--- config.mk ---
export PLATFORM = sky130hd
export DESIGN_NAME = multichannel_delta_coder_core
export DESIGN_NICKNAME = d
export VERILOG_FILES = /design/src/rtl/mdc_pkg.sv /design/src/rtl/mdc_cfg_regs.sv /design/src/rtl/multichannel_delta_coder_core.sv
export VERILOG_INCLUDE_DIRS = /design/src /design/src/rtl
export SDC_FILE = /design/constraint.sdc
export NUM_CORES = 1
export LEC_CHECK = 0
export BUFFER_PORTS_ARGS = -buffer_cell sky130_fd_sc_hd__buf_2
export CAP_MARGIN = 15
export CELL_PAD_IN_SITES_DETAIL_PLACEMENT = 1
export CELL_PAD_IN_SITES_GLOBAL_PLACEMENT = 2
export CORE_ASPECT_RATIO = 1.4
export CORE_MARGIN = 3
export CORE_UTILIZATION = 34
export CTS_CLUSTER_DIAMETER = 100
export CTS_CLUSTER_SIZE = 28
export DETAILED_ROUTE_END_ITERATION = 8
export PLACE_DENSITY = 0.61
export REMOVE_ABC_BUFFERS = 1
export SETUP_SLACK_MARGIN = 0.05
export SYNTH_ARGS = -nofsm -noshare
export SYNTH_HDL_FRONTEND = slang
export SYNTH_SLANG_ARGS = --single-unit
export TNS_END_PERCENT = 5
--- constraint.sdc ---
create_clock -name clk -period 8.2 [get_ports clk]
set_input_delay 0.82 -clock clk [delete_from_list [all_inputs] [get_ports clk]]
set_output_delay 0.82 -clock clk [all_outputs]
set_load 0.005 [all_outputs]
--- src/rtl/assert_macros.svh ---
// Assertion helpers included by the delta coder core.
`ifndef ASSERT_MACROS_SVH
`define ASSERT_MACROS_SVH
`ifndef SYNTH
`define ASSERT_IMPLIES(label, clk, rst_n, a, b) \
    label: assert property (@(posedge clk) disable iff (!rst_n) (a) |-> (b)) \
        else $error("assertion failed");
`define ASSERT_NEXT(label, clk, rst_n, a, b) \
    label: assert property (@(posedge clk) disable iff (!rst_n) (a) |=> (b)) \
        else $error("assertion failed");
`else
`define ASSERT_IMPLIES(label, clk, rst_n, a, b)
`define ASSERT_NEXT(label, clk, rst_n, a, b)
`endif
`endif

--- src/rtl/mdc_pkg.sv ---
`timescale 1ns / 1ps

package mdc_pkg;

    localparam int unsigned DATA_W = 32;
    localparam int unsigned ADDR_W = 4;

    localparam logic [1:0] REG_ELEMENT_BYTES = 2'd0;
    localparam logic [1:0] REG_CHANNEL_COUNT = 2'd1;
    localparam logic [1:0] REG_DECODE_MODE   = 2'd2;

    localparam logic [2:0] ELEMENT_BYTES_RESET = 3'd1;
    localparam logic [4:0] CHANNEL_COUNT_RESET = 5'd1;

    typedef struct packed {
        logic [2:0] element_bytes;
        logic [4:0] channel_count;
        logic       decode_mode;
    } cfg_t;

    // Mask of the element width; a byte count of zero acts as one and
    // anything above four acts as four.
    function automatic logic [DATA_W-1:0] width_mask(input logic [2:0] element_bytes);
        logic [DATA_W-1:0] mask;
        case (element_bytes)
            3'd0, 3'd1: mask = 32'h0000_00FF;
            3'd2:       mask = 32'h0000_FFFF;
            3'd3:       mask = 32'h00FF_FFFF;
            default:    mask = 32'hFFFF_FFFF;
        endcase
        return mask;
    endfunction

endpackage

--- src/rtl/mdc_cfg_regs.sv ---
`timescale 1ns / 1ps

module mdc_cfg_regs
(
    input  logic                       clk,
    input  logic                       rst_n,
    input  logic                       psel,
    input  logic                       penable,
    input  logic                       pwrite,
    input  logic [mdc_pkg::ADDR_W-1:0] paddr,
    input  logic [mdc_pkg::DATA_W-1:0] pwdata,
    output logic [mdc_pkg::DATA_W-1:0] prdata,
    output logic                       pready,
    output mdc_pkg::cfg_t              cfg
);

    mdc_pkg::cfg_t cfg_reg;
    mdc_pkg::cfg_t cfg_next;
    logic          wr_en;
    logic [1:0]    reg_sel;

    assign pready  = 1'b1;
    assign wr_en   = psel && penable && pwrite && pready;
    assign reg_sel = paddr[3:2];
    assign cfg     = cfg_reg;

    always_comb
    begin
        cfg_next = cfg_reg;
        if (wr_en && (paddr[1:0] == 2'b00))
        begin
            unique case (reg_sel)
                mdc_pkg::REG_ELEMENT_BYTES: cfg_next.element_bytes = pwdata[2:0];
                mdc_pkg::REG_CHANNEL_COUNT: cfg_next.channel_count = pwdata[4:0];
                mdc_pkg::REG_DECODE_MODE:   cfg_next.decode_mode   = pwdata[0];
                default:                    cfg_next = cfg_reg;
            endcase
        end
    end

    always_ff @(posedge clk or negedge rst_n)
    begin
        if (!rst_n)
        begin
            cfg_reg.element_bytes <= mdc_pkg::ELEMENT_BYTES_RESET;
            cfg_reg.channel_count <= mdc_pkg::CHANNEL_COUNT_RESET;
            cfg_reg.decode_mode   <= 1'b0;
        end
        else
        begin
            cfg_reg <= cfg_next;
        end
    end

    always_comb
    begin
        unique case (reg_sel)
            mdc_pkg::REG_ELEMENT_BYTES: prdata = {29'd0, cfg_reg.element_bytes};
            mdc_pkg::REG_CHANNEL_COUNT: prdata = {27'd0, cfg_reg.channel_count};
            mdc_pkg::REG_DECODE_MODE:   prdata = {31'd0, cfg_reg.decode_mode};
            default:                    prdata = '0;
        endcase
    end

endmodule

--- src/rtl/multichannel_delta_coder_core.sv ---
`timescale 1ns / 1ps
// An accepted request is held in stage one; its result goes to the output register.
// Throughput: one request per cycle unless the output stalls; the next channel's
// base is read from memory at acceptance; a write by the request ahead is forwarded.
// Reset: asynchronous, active low; restores configuration defaults and clears the
// channel index, pipeline valids and per-channel valid bits, so every stored base reads as zero.
`include "assert_macros.svh"

module multichannel_delta_coder_core
#(
    parameter int MAX_CHANNELS = 16
)
(
    input  logic                       clk,
    input  logic                       rst_n,
    input  logic                       psel,
    input  logic                       penable,
    input  logic                       pwrite,
    input  logic [mdc_pkg::ADDR_W-1:0] paddr,
    input  logic [mdc_pkg::DATA_W-1:0] pwdata,
    output logic [mdc_pkg::DATA_W-1:0] prdata,
    output logic                       pready,
    input  logic                       in_valid,
    output logic                       in_ready,
    input  logic [31:0]                element_value,
    input  logic                       buffer_start,
    output logic                       out_valid,
    input  logic                       out_ready,
    output logic [31:0]                coded_value
);

    localparam int IDX_W = (MAX_CHANNELS > 1) ? $clog2(MAX_CHANNELS) : 1;
    localparam int CMP_W = (IDX_W + 1 > 6) ? IDX_W + 1 : 6;

    mdc_pkg::cfg_t cfg;

    mdc_cfg_regs u_cfg_regs
    (
        .clk     (clk),
        .rst_n   (rst_n),
        .psel    (psel),
        .penable (penable),
        .pwrite  (pwrite),
        .paddr   (paddr),
        .pwdata  (pwdata),
        .prdata  (prdata),
        .pready  (pready),
        .cfg     (cfg)
    );

    logic [31:0]             mask;
    logic [CMP_W-1:0]        chan_cnt_ext;
    logic [CMP_W-1:0]        eff_count;
    logic [IDX_W-1:0]        idx_cand;
    logic [IDX_W-1:0]        ch_sel;
    logic [IDX_W-1:0]        ch_inc;

    logic [IDX_W-1:0]        channel_index_reg;
    logic [IDX_W-1:0]        channel_index_next;
    logic                    s1_valid_reg;
    logic                    s1_valid_next;
    logic [31:0]             s1_value_reg;
    logic [IDX_W-1:0]        s1_ch_reg;
    logic                    s1_fwd_reg;
    logic [31:0]             s1_fwd_data_reg;
    logic [31:0]             base_rd_reg;
    logic                    base_vld_rd_reg;
    logic                    out_valid_reg;
    logic                    out_valid_next;
    logic [31:0]             coded_value_reg;
    logic [MAX_CHANNELS-1:0] base_vld_reg;

    logic [31:0]             base_mem [MAX_CHANNELS];

    logic                    accept;
    logic                    s1_adv;
    logic [31:0]             base_raw;
    logic [31:0]             base_use;
    logic [31:0]             result;
    logic [31:0]             new_base;

    assign mask = mdc_pkg::width_mask(cfg.element_bytes);

    // Effective channel count, clamped to one .. MAX_CHANNELS.
    assign chan_cnt_ext = CMP_W'(cfg.channel_count);
    always_comb
    begin
        if (chan_cnt_ext == '0)
        begin
            eff_count = CMP_W'(1);
        end
        else if (chan_cnt_ext > CMP_W'(MAX_CHANNELS))
        begin
            eff_count = CMP_W'(MAX_CHANNELS);
        end
        else
        begin
            eff_count = chan_cnt_ext;
        end
    end

    always_comb
    begin
        idx_cand = buffer_start ? '0 : channel_index_reg;
        ch_sel   = (CMP_W'(idx_cand) >= eff_count) ? '0 : idx_cand;
        ch_inc   = ch_sel + IDX_W'(1);
        if ((CMP_W'(ch_sel) + CMP_W'(1)) >= eff_count)
        begin
            channel_index_next = '0;
        end
        else
        begin
            channel_index_next = ch_inc;
        end
    end

    assign s1_adv   = s1_valid_reg && (!out_valid_reg || out_ready);
    assign in_ready = !s1_valid_reg || s1_adv;
    assign accept   = in_valid && in_ready;

    // The request ahead writes its base at the same edge as this read, so its
    // value is captured for forwarding.
    assign base_raw = s1_fwd_reg ? s1_fwd_data_reg :
                      (base_vld_rd_reg ? base_rd_reg : 32'd0);
    assign base_use = base_raw & mask;

    always_comb
    begin
        if (cfg.decode_mode)
        begin
            result   = (s1_value_reg + base_use) & mask;
            new_base = result;
        end
        else
        begin
            result   = (s1_value_reg - base_use) & mask;
            new_base = s1_value_reg;
        end
    end

    always_comb
    begin
        s1_valid_next = s1_valid_reg;
        if (accept)
        begin
            s1_valid_next = 1'b1;
        end
        else if (s1_adv)
        begin
            s1_valid_next = 1'b0;
        end
    end

    always_comb
    begin
        out_valid_next = out_valid_reg;
        if (s1_adv)
        begin
            out_valid_next = 1'b1;
        end
        else if (out_ready)
        begin
            out_valid_next = 1'b0;
        end
    end

    always_ff @(posedge clk or negedge rst_n)
    begin
        if (!rst_n)
        begin
            channel_index_reg <= '0;
            s1_valid_reg      <= 1'b0;
            s1_fwd_reg        <= 1'b0;
            out_valid_reg     <= 1'b0;
            base_vld_reg      <= '0;
        end
        else
        begin
            s1_valid_reg  <= s1_valid_next;
            out_valid_reg <= out_valid_next;
            if (accept)
            begin
                channel_index_reg <= channel_index_next;
                s1_fwd_reg        <= s1_adv && (s1_ch_reg == ch_sel);
            end
            if (s1_adv)
            begin
                base_vld_reg[s1_ch_reg] <= 1'b1;
            end
        end
    end

    always_ff @(posedge clk)
    begin
        if (accept)
        begin
            s1_value_reg    <= element_value & mask;
            s1_ch_reg       <= ch_sel;
            s1_fwd_data_reg <= new_base;
            base_vld_rd_reg <= base_vld_reg[ch_sel];
        end
        if (s1_adv)
        begin
            coded_value_reg <= result;
        end
    end

    always_ff @(posedge clk)
    begin
        if (s1_adv)
        begin
            base_mem[s1_ch_reg] <= new_base;
        end
    end

    always_ff @(posedge clk)
    begin
        if (accept)
        begin
            base_rd_reg <= base_mem[ch_sel];
        end
    end

    assign out_valid   = out_valid_reg;
    assign coded_value = coded_value_reg;

    `ASSERT_NEXT(a_accept_fills_stage, clk, rst_n, accept, s1_valid_reg)
    `ASSERT_NEXT(a_advance_fills_output, clk, rst_n, s1_adv, out_valid_reg)
    `ASSERT_IMPLIES(a_stall_blocks_input, clk, rst_n, s1_valid_reg && !s1_adv, !in_ready)
    `ASSERT_IMPLIES(a_fwd_same_channel, clk, rst_n, accept && s1_adv && (s1_ch_reg == ch_sel), s1_valid_reg)

endmodule
==> summary.log <==
[yosys] commonest cells in the synthesized netlist 645 x edfxtp_1, 165 x o21ai_0, 136 x a21oi_1, 97 x nor2_1, 96 x clkbuf_1
[global_route] maximum number of pins on one net before global-route repair 69
[cells_and_area] final cell utilization of the core 0.377
[flow_run] max-cap violation count 0
[clock_tree] clock tree from TritonCTS yes
[floorplanning] Die X 260 um
[sta] achievable clock frequency 184 MHz
[yosys] number of flip-flops and latches in the synthesized netlist 677
[yosys] Synth area leader edfxtp_1
[floorplanning] area enclosed by the die boundary 94000 um^2
[route] number of detailed-routing iterations run before antenna repair 5
[floorplanning] Die Span Y 362 um
[global_route] global-route wire length before repair 128000 um
[critical_path] reg-to-reg startpoint s1_fwd_reg$_DFFE_PN0P_
[clock_tree] Clock Latency Late Sink 670 ps
[route] count of nets left with antenna violations after detail routing 0
[yosys] Post-synth top flop edfxtp_1
[pwr] peak supply drop 0.160 mV
[critical_path] worst-path cell chain nor2b_2 -> buf_4 -> a22o_1 -> ha_1 -> fa_1 -> a21o_1 -> a221oi_4 -> a21oi_1 -> o211ai_1 -> nand2_1 -> a31oi_1 -> xnor2_1 -> o2bb2ai_2
[sta] transition at the pin with the smallest max-transition slack 1060 ps
[yosys] number of standard cells after synthesis 2130
[critical_path] worst flop-to-flop path endpoint base_mem[8][24]$_DFFE_PP_
[sta] tightest slew margin relative to the limit 0.292
[floorplanning] number of top-level pins 143
[yosys] most area-consuming cells after synthesis edfxtp_1 63%, mux4_2 4.8%, ha_1 2.9%
[clock_tree] maximum number of buffers from clock root to sink 3
[route] total via count after detailed routing 18100
[global_route] number of antenna violations at the first check in global routing 0
[sta] final critical-path setup slack 2770 ps
[clock_tree] CTS HTree Levels 1
[pwr] total power of the final layout 7.61 mW
[sta] Hold Violations, Final 0
[critical_path] worst-case register-to-register setup slack 2770 ps
[yosys] count of unique library cells instantiated by Yosys 82
[clock_tree] sink count of the clock tree 677
[yosys] area share of the leading cell type in the synthesized netlist 0.631
[floorplanning] initial core utilization 0.345
[critical_path] family of cells with the greatest summed delay on the critical path compound AO/OA/AOI/OAI gates
[critical_path] CP peak stage delay 860 ps
[pwr] total leakage power 11.3 nW
[yosys] Synth Warn # 0
[outcome] status complete, no violations
[sta] unrepaired setup endpoints after global routing no
[critical_path] Slowest cell on crit path dfrtp_1
[yosys] Mapped Avg Cell Area 14.4 um^2
[yosys] ys async rst share 0.0473
[clock_tree] CTS Hold Bufs 0
[floorplanning] cell row count 129
[clock_tree] post-CTS setup buffer count 0
[sta] setup violators final 0
[worst_hold_path] HP Class primary input to async pin
[route] number of DRC markers in iteration 0 1202
[sta] clock skew after layout 35.1 ps
[sta] post-route clock period utilization 0.662
[sta] final-layout setup total negative slack 0 ps
[yosys] summed instance area of the synthesized netlist 30700 um^2
[critical_path] Critical Path Start s1_fwd_reg$_DFFE_PN0P_
[critical_path] kind of end point of the critical path flip-flop
[route] total DRC errors in the routed layout 0
[pwr] power per unit of standard cell area 227 nW/um^2
[critical_path] buffers plus inverters on the worst setup path 1
[sta] final max-slew violation count 0
[clock_tree] cells resized by post-CTS repair 0
[placement] RD Place Congestion 0.808
[critical_path] required time worst endpoint 8520 ps
[clock_tree] clock tree root driver cell clkbuf_16
[placement] Worst Setup Slack post-DPL 2410 ps
[global_route] vias in the first global route 19500
[cells_and_area] area grow syn2layout 9.07%
[global_route] combined global-route utilization of all metal layers 0.180
[yosys] share of the yosys chip area belonging to registers 0.657
[critical_path] startpoint kind of the worst setup timing path flip-flop
[placement] count of buffers from port buffering 87
[yosys] dominant cell by count in the synthesized netlist edfxtp_1
[cells_and_area] register name with the most flops base_mem
[route] WL per Instance 25.4 um
[route] final WL 85600 um
[floorplanning] Placeable Area 88900 um^2
[placement] half-perimeter wire length of the detailed placement result 52800 um
[global_route] total gr overflow 0
[clock_tree] clock-pin transition on the worst setup and hold timing paths 110 ps
[critical_path] worst-case reg-to-reg path depth 13
[cells_and_area] count of filler cells inserted in the layout 9054
[critical_path] data arrival time at the worst-slack endpoint 5750 ps
[cells_and_area] max reg flops 512
[route] via density per instance 5.38
[cells_and_area] final layout net count 2321
[yosys] number of synthesized flops with an enable pin 645
[critical_path] highest net fanout along the worst path 31
[cells_and_area] layout cells sized above 1 0.156
[cells_and_area] antenna diode instance count 0
[clock_tree] CTS Buf Count 30
[critical_path] start-to-end type of the worst setup path flip-flop to flip-flop
[sta] shortest period the worst path allows 5430 ps
## cell families (layout without fill, tap and decap cells)
group | Yosys count | in the layout | share of synthesized area
other | 2 | 28 | 0.000245
buffers and inverters | 239 | 268 | 0.0346
DFF | 677 | 677 | 0.657
adders and majority gates | 74 | 74 | 0.0306
xor gates and xnor gates | 50 | 50 | 0.0143
muxes | 164 | 164 | 0.0812
AOI/OAI and AO/OA | 580 | 580 | 0.128
and+or+nand+nor | 344 | 344 | 0.0545
## metal layers
layer | GRT usage | vias up | share of wire
met5 | 0 | - | 0
met4 | 0.0410 | 0 | 0.021
met3 | 0.0134 | 77 | 0.029
met2 | 0.333 | 294 | 0.53
met1 | 0.229 | 9549 | 0.42
li1 | - | 8170 | -
## per-stage QoR
stage          cell area (um^2)  hold slack, ps  std cells
2_1_floorplan             30000             434       1996
3_3_place_gp              32500             445       3308
3_5_place_dp              32500             457       3309
4_1_cts                   33400             223       3355
5_1_grt                   33500             261       3364
6_report                  33500             231       3364
## area by class of cell
type,count,area (um^2),area share
Clock buffer,41,835,0.0249
Sequential cell,677,20200,0.602
Clock inverter,5,90.1,0.00269
Timing Repair Buffer,143,862,0.0257
Tap cell,1179,1480,0.0441
Inverter,79,309,0.00923
Multi-Input combinational cell,1240,9740,0.291
## report_power, final
part | total, mW | internal, mW | switching, mW
clock network | 1.83 | 0.736 | 1.09
logic | 1.66 | 0.594 | 1.06
registers | 4.13 | 4.05 | 0.0780
total | 7.61 | 5.38 | 2.24
## worst max-delay path by stage
stage                                             endpoint  cells past startpoint
after global placement    channel_index_reg[3]$_DFFE_PN0P_                     19
after detailed placement  channel_index_reg[0]$_DFFE_PN0P_                     19
after CTS                        base_mem[4][26]$_DFFE_PP_                     13
after global routing             base_mem[9][24]$_DFFE_PP_                     13
final                            base_mem[8][24]$_DFFE_PP_                     13
after floorplan           channel_index_reg[0]$_DFFE_PN0P_                     16
## layout by cell type, fill, tap and decap left out, types with 5 or more instances in the layout
cell type  synthesis  layout
o21bai_1          14      14
and2_1            10       9
a211oi_1           8       8
mux2i_1           80      80
a21o_1            34      34
o21ai_0          165     161
nand2b_1          16      16
nor2_1            97      83
edfxtp_1         645     645
ha_1              72      72
nand3_1           16      16
mux4_2            66      66
xor2_1             7       7
nand3b_1           5       5
nor3_1            26      22
o31ai_1           10      10
dfrtp_1           30      29
buf_4             31      55
inv_1             78      76
o211ai_1          42      42
nor4_1             7       7
xnor2_1           43      43
nor2_4             0      13
a21oi_1          136     135
clkbuf_16          0      32
a31oi_1            7       7
buf_2             20      87
or2_2             21      21
nand2_1           90      89
o22ai_1            7       6
nor2b_1           32      30
o2bb2ai_1         13      11
conb_1             2      28
o21ai_1            5       8
a22o_1            90      90
mux2_2            16      16
and3_1             6       6
clkbuf_1          96       9
(Power assumes the default switching activity.)
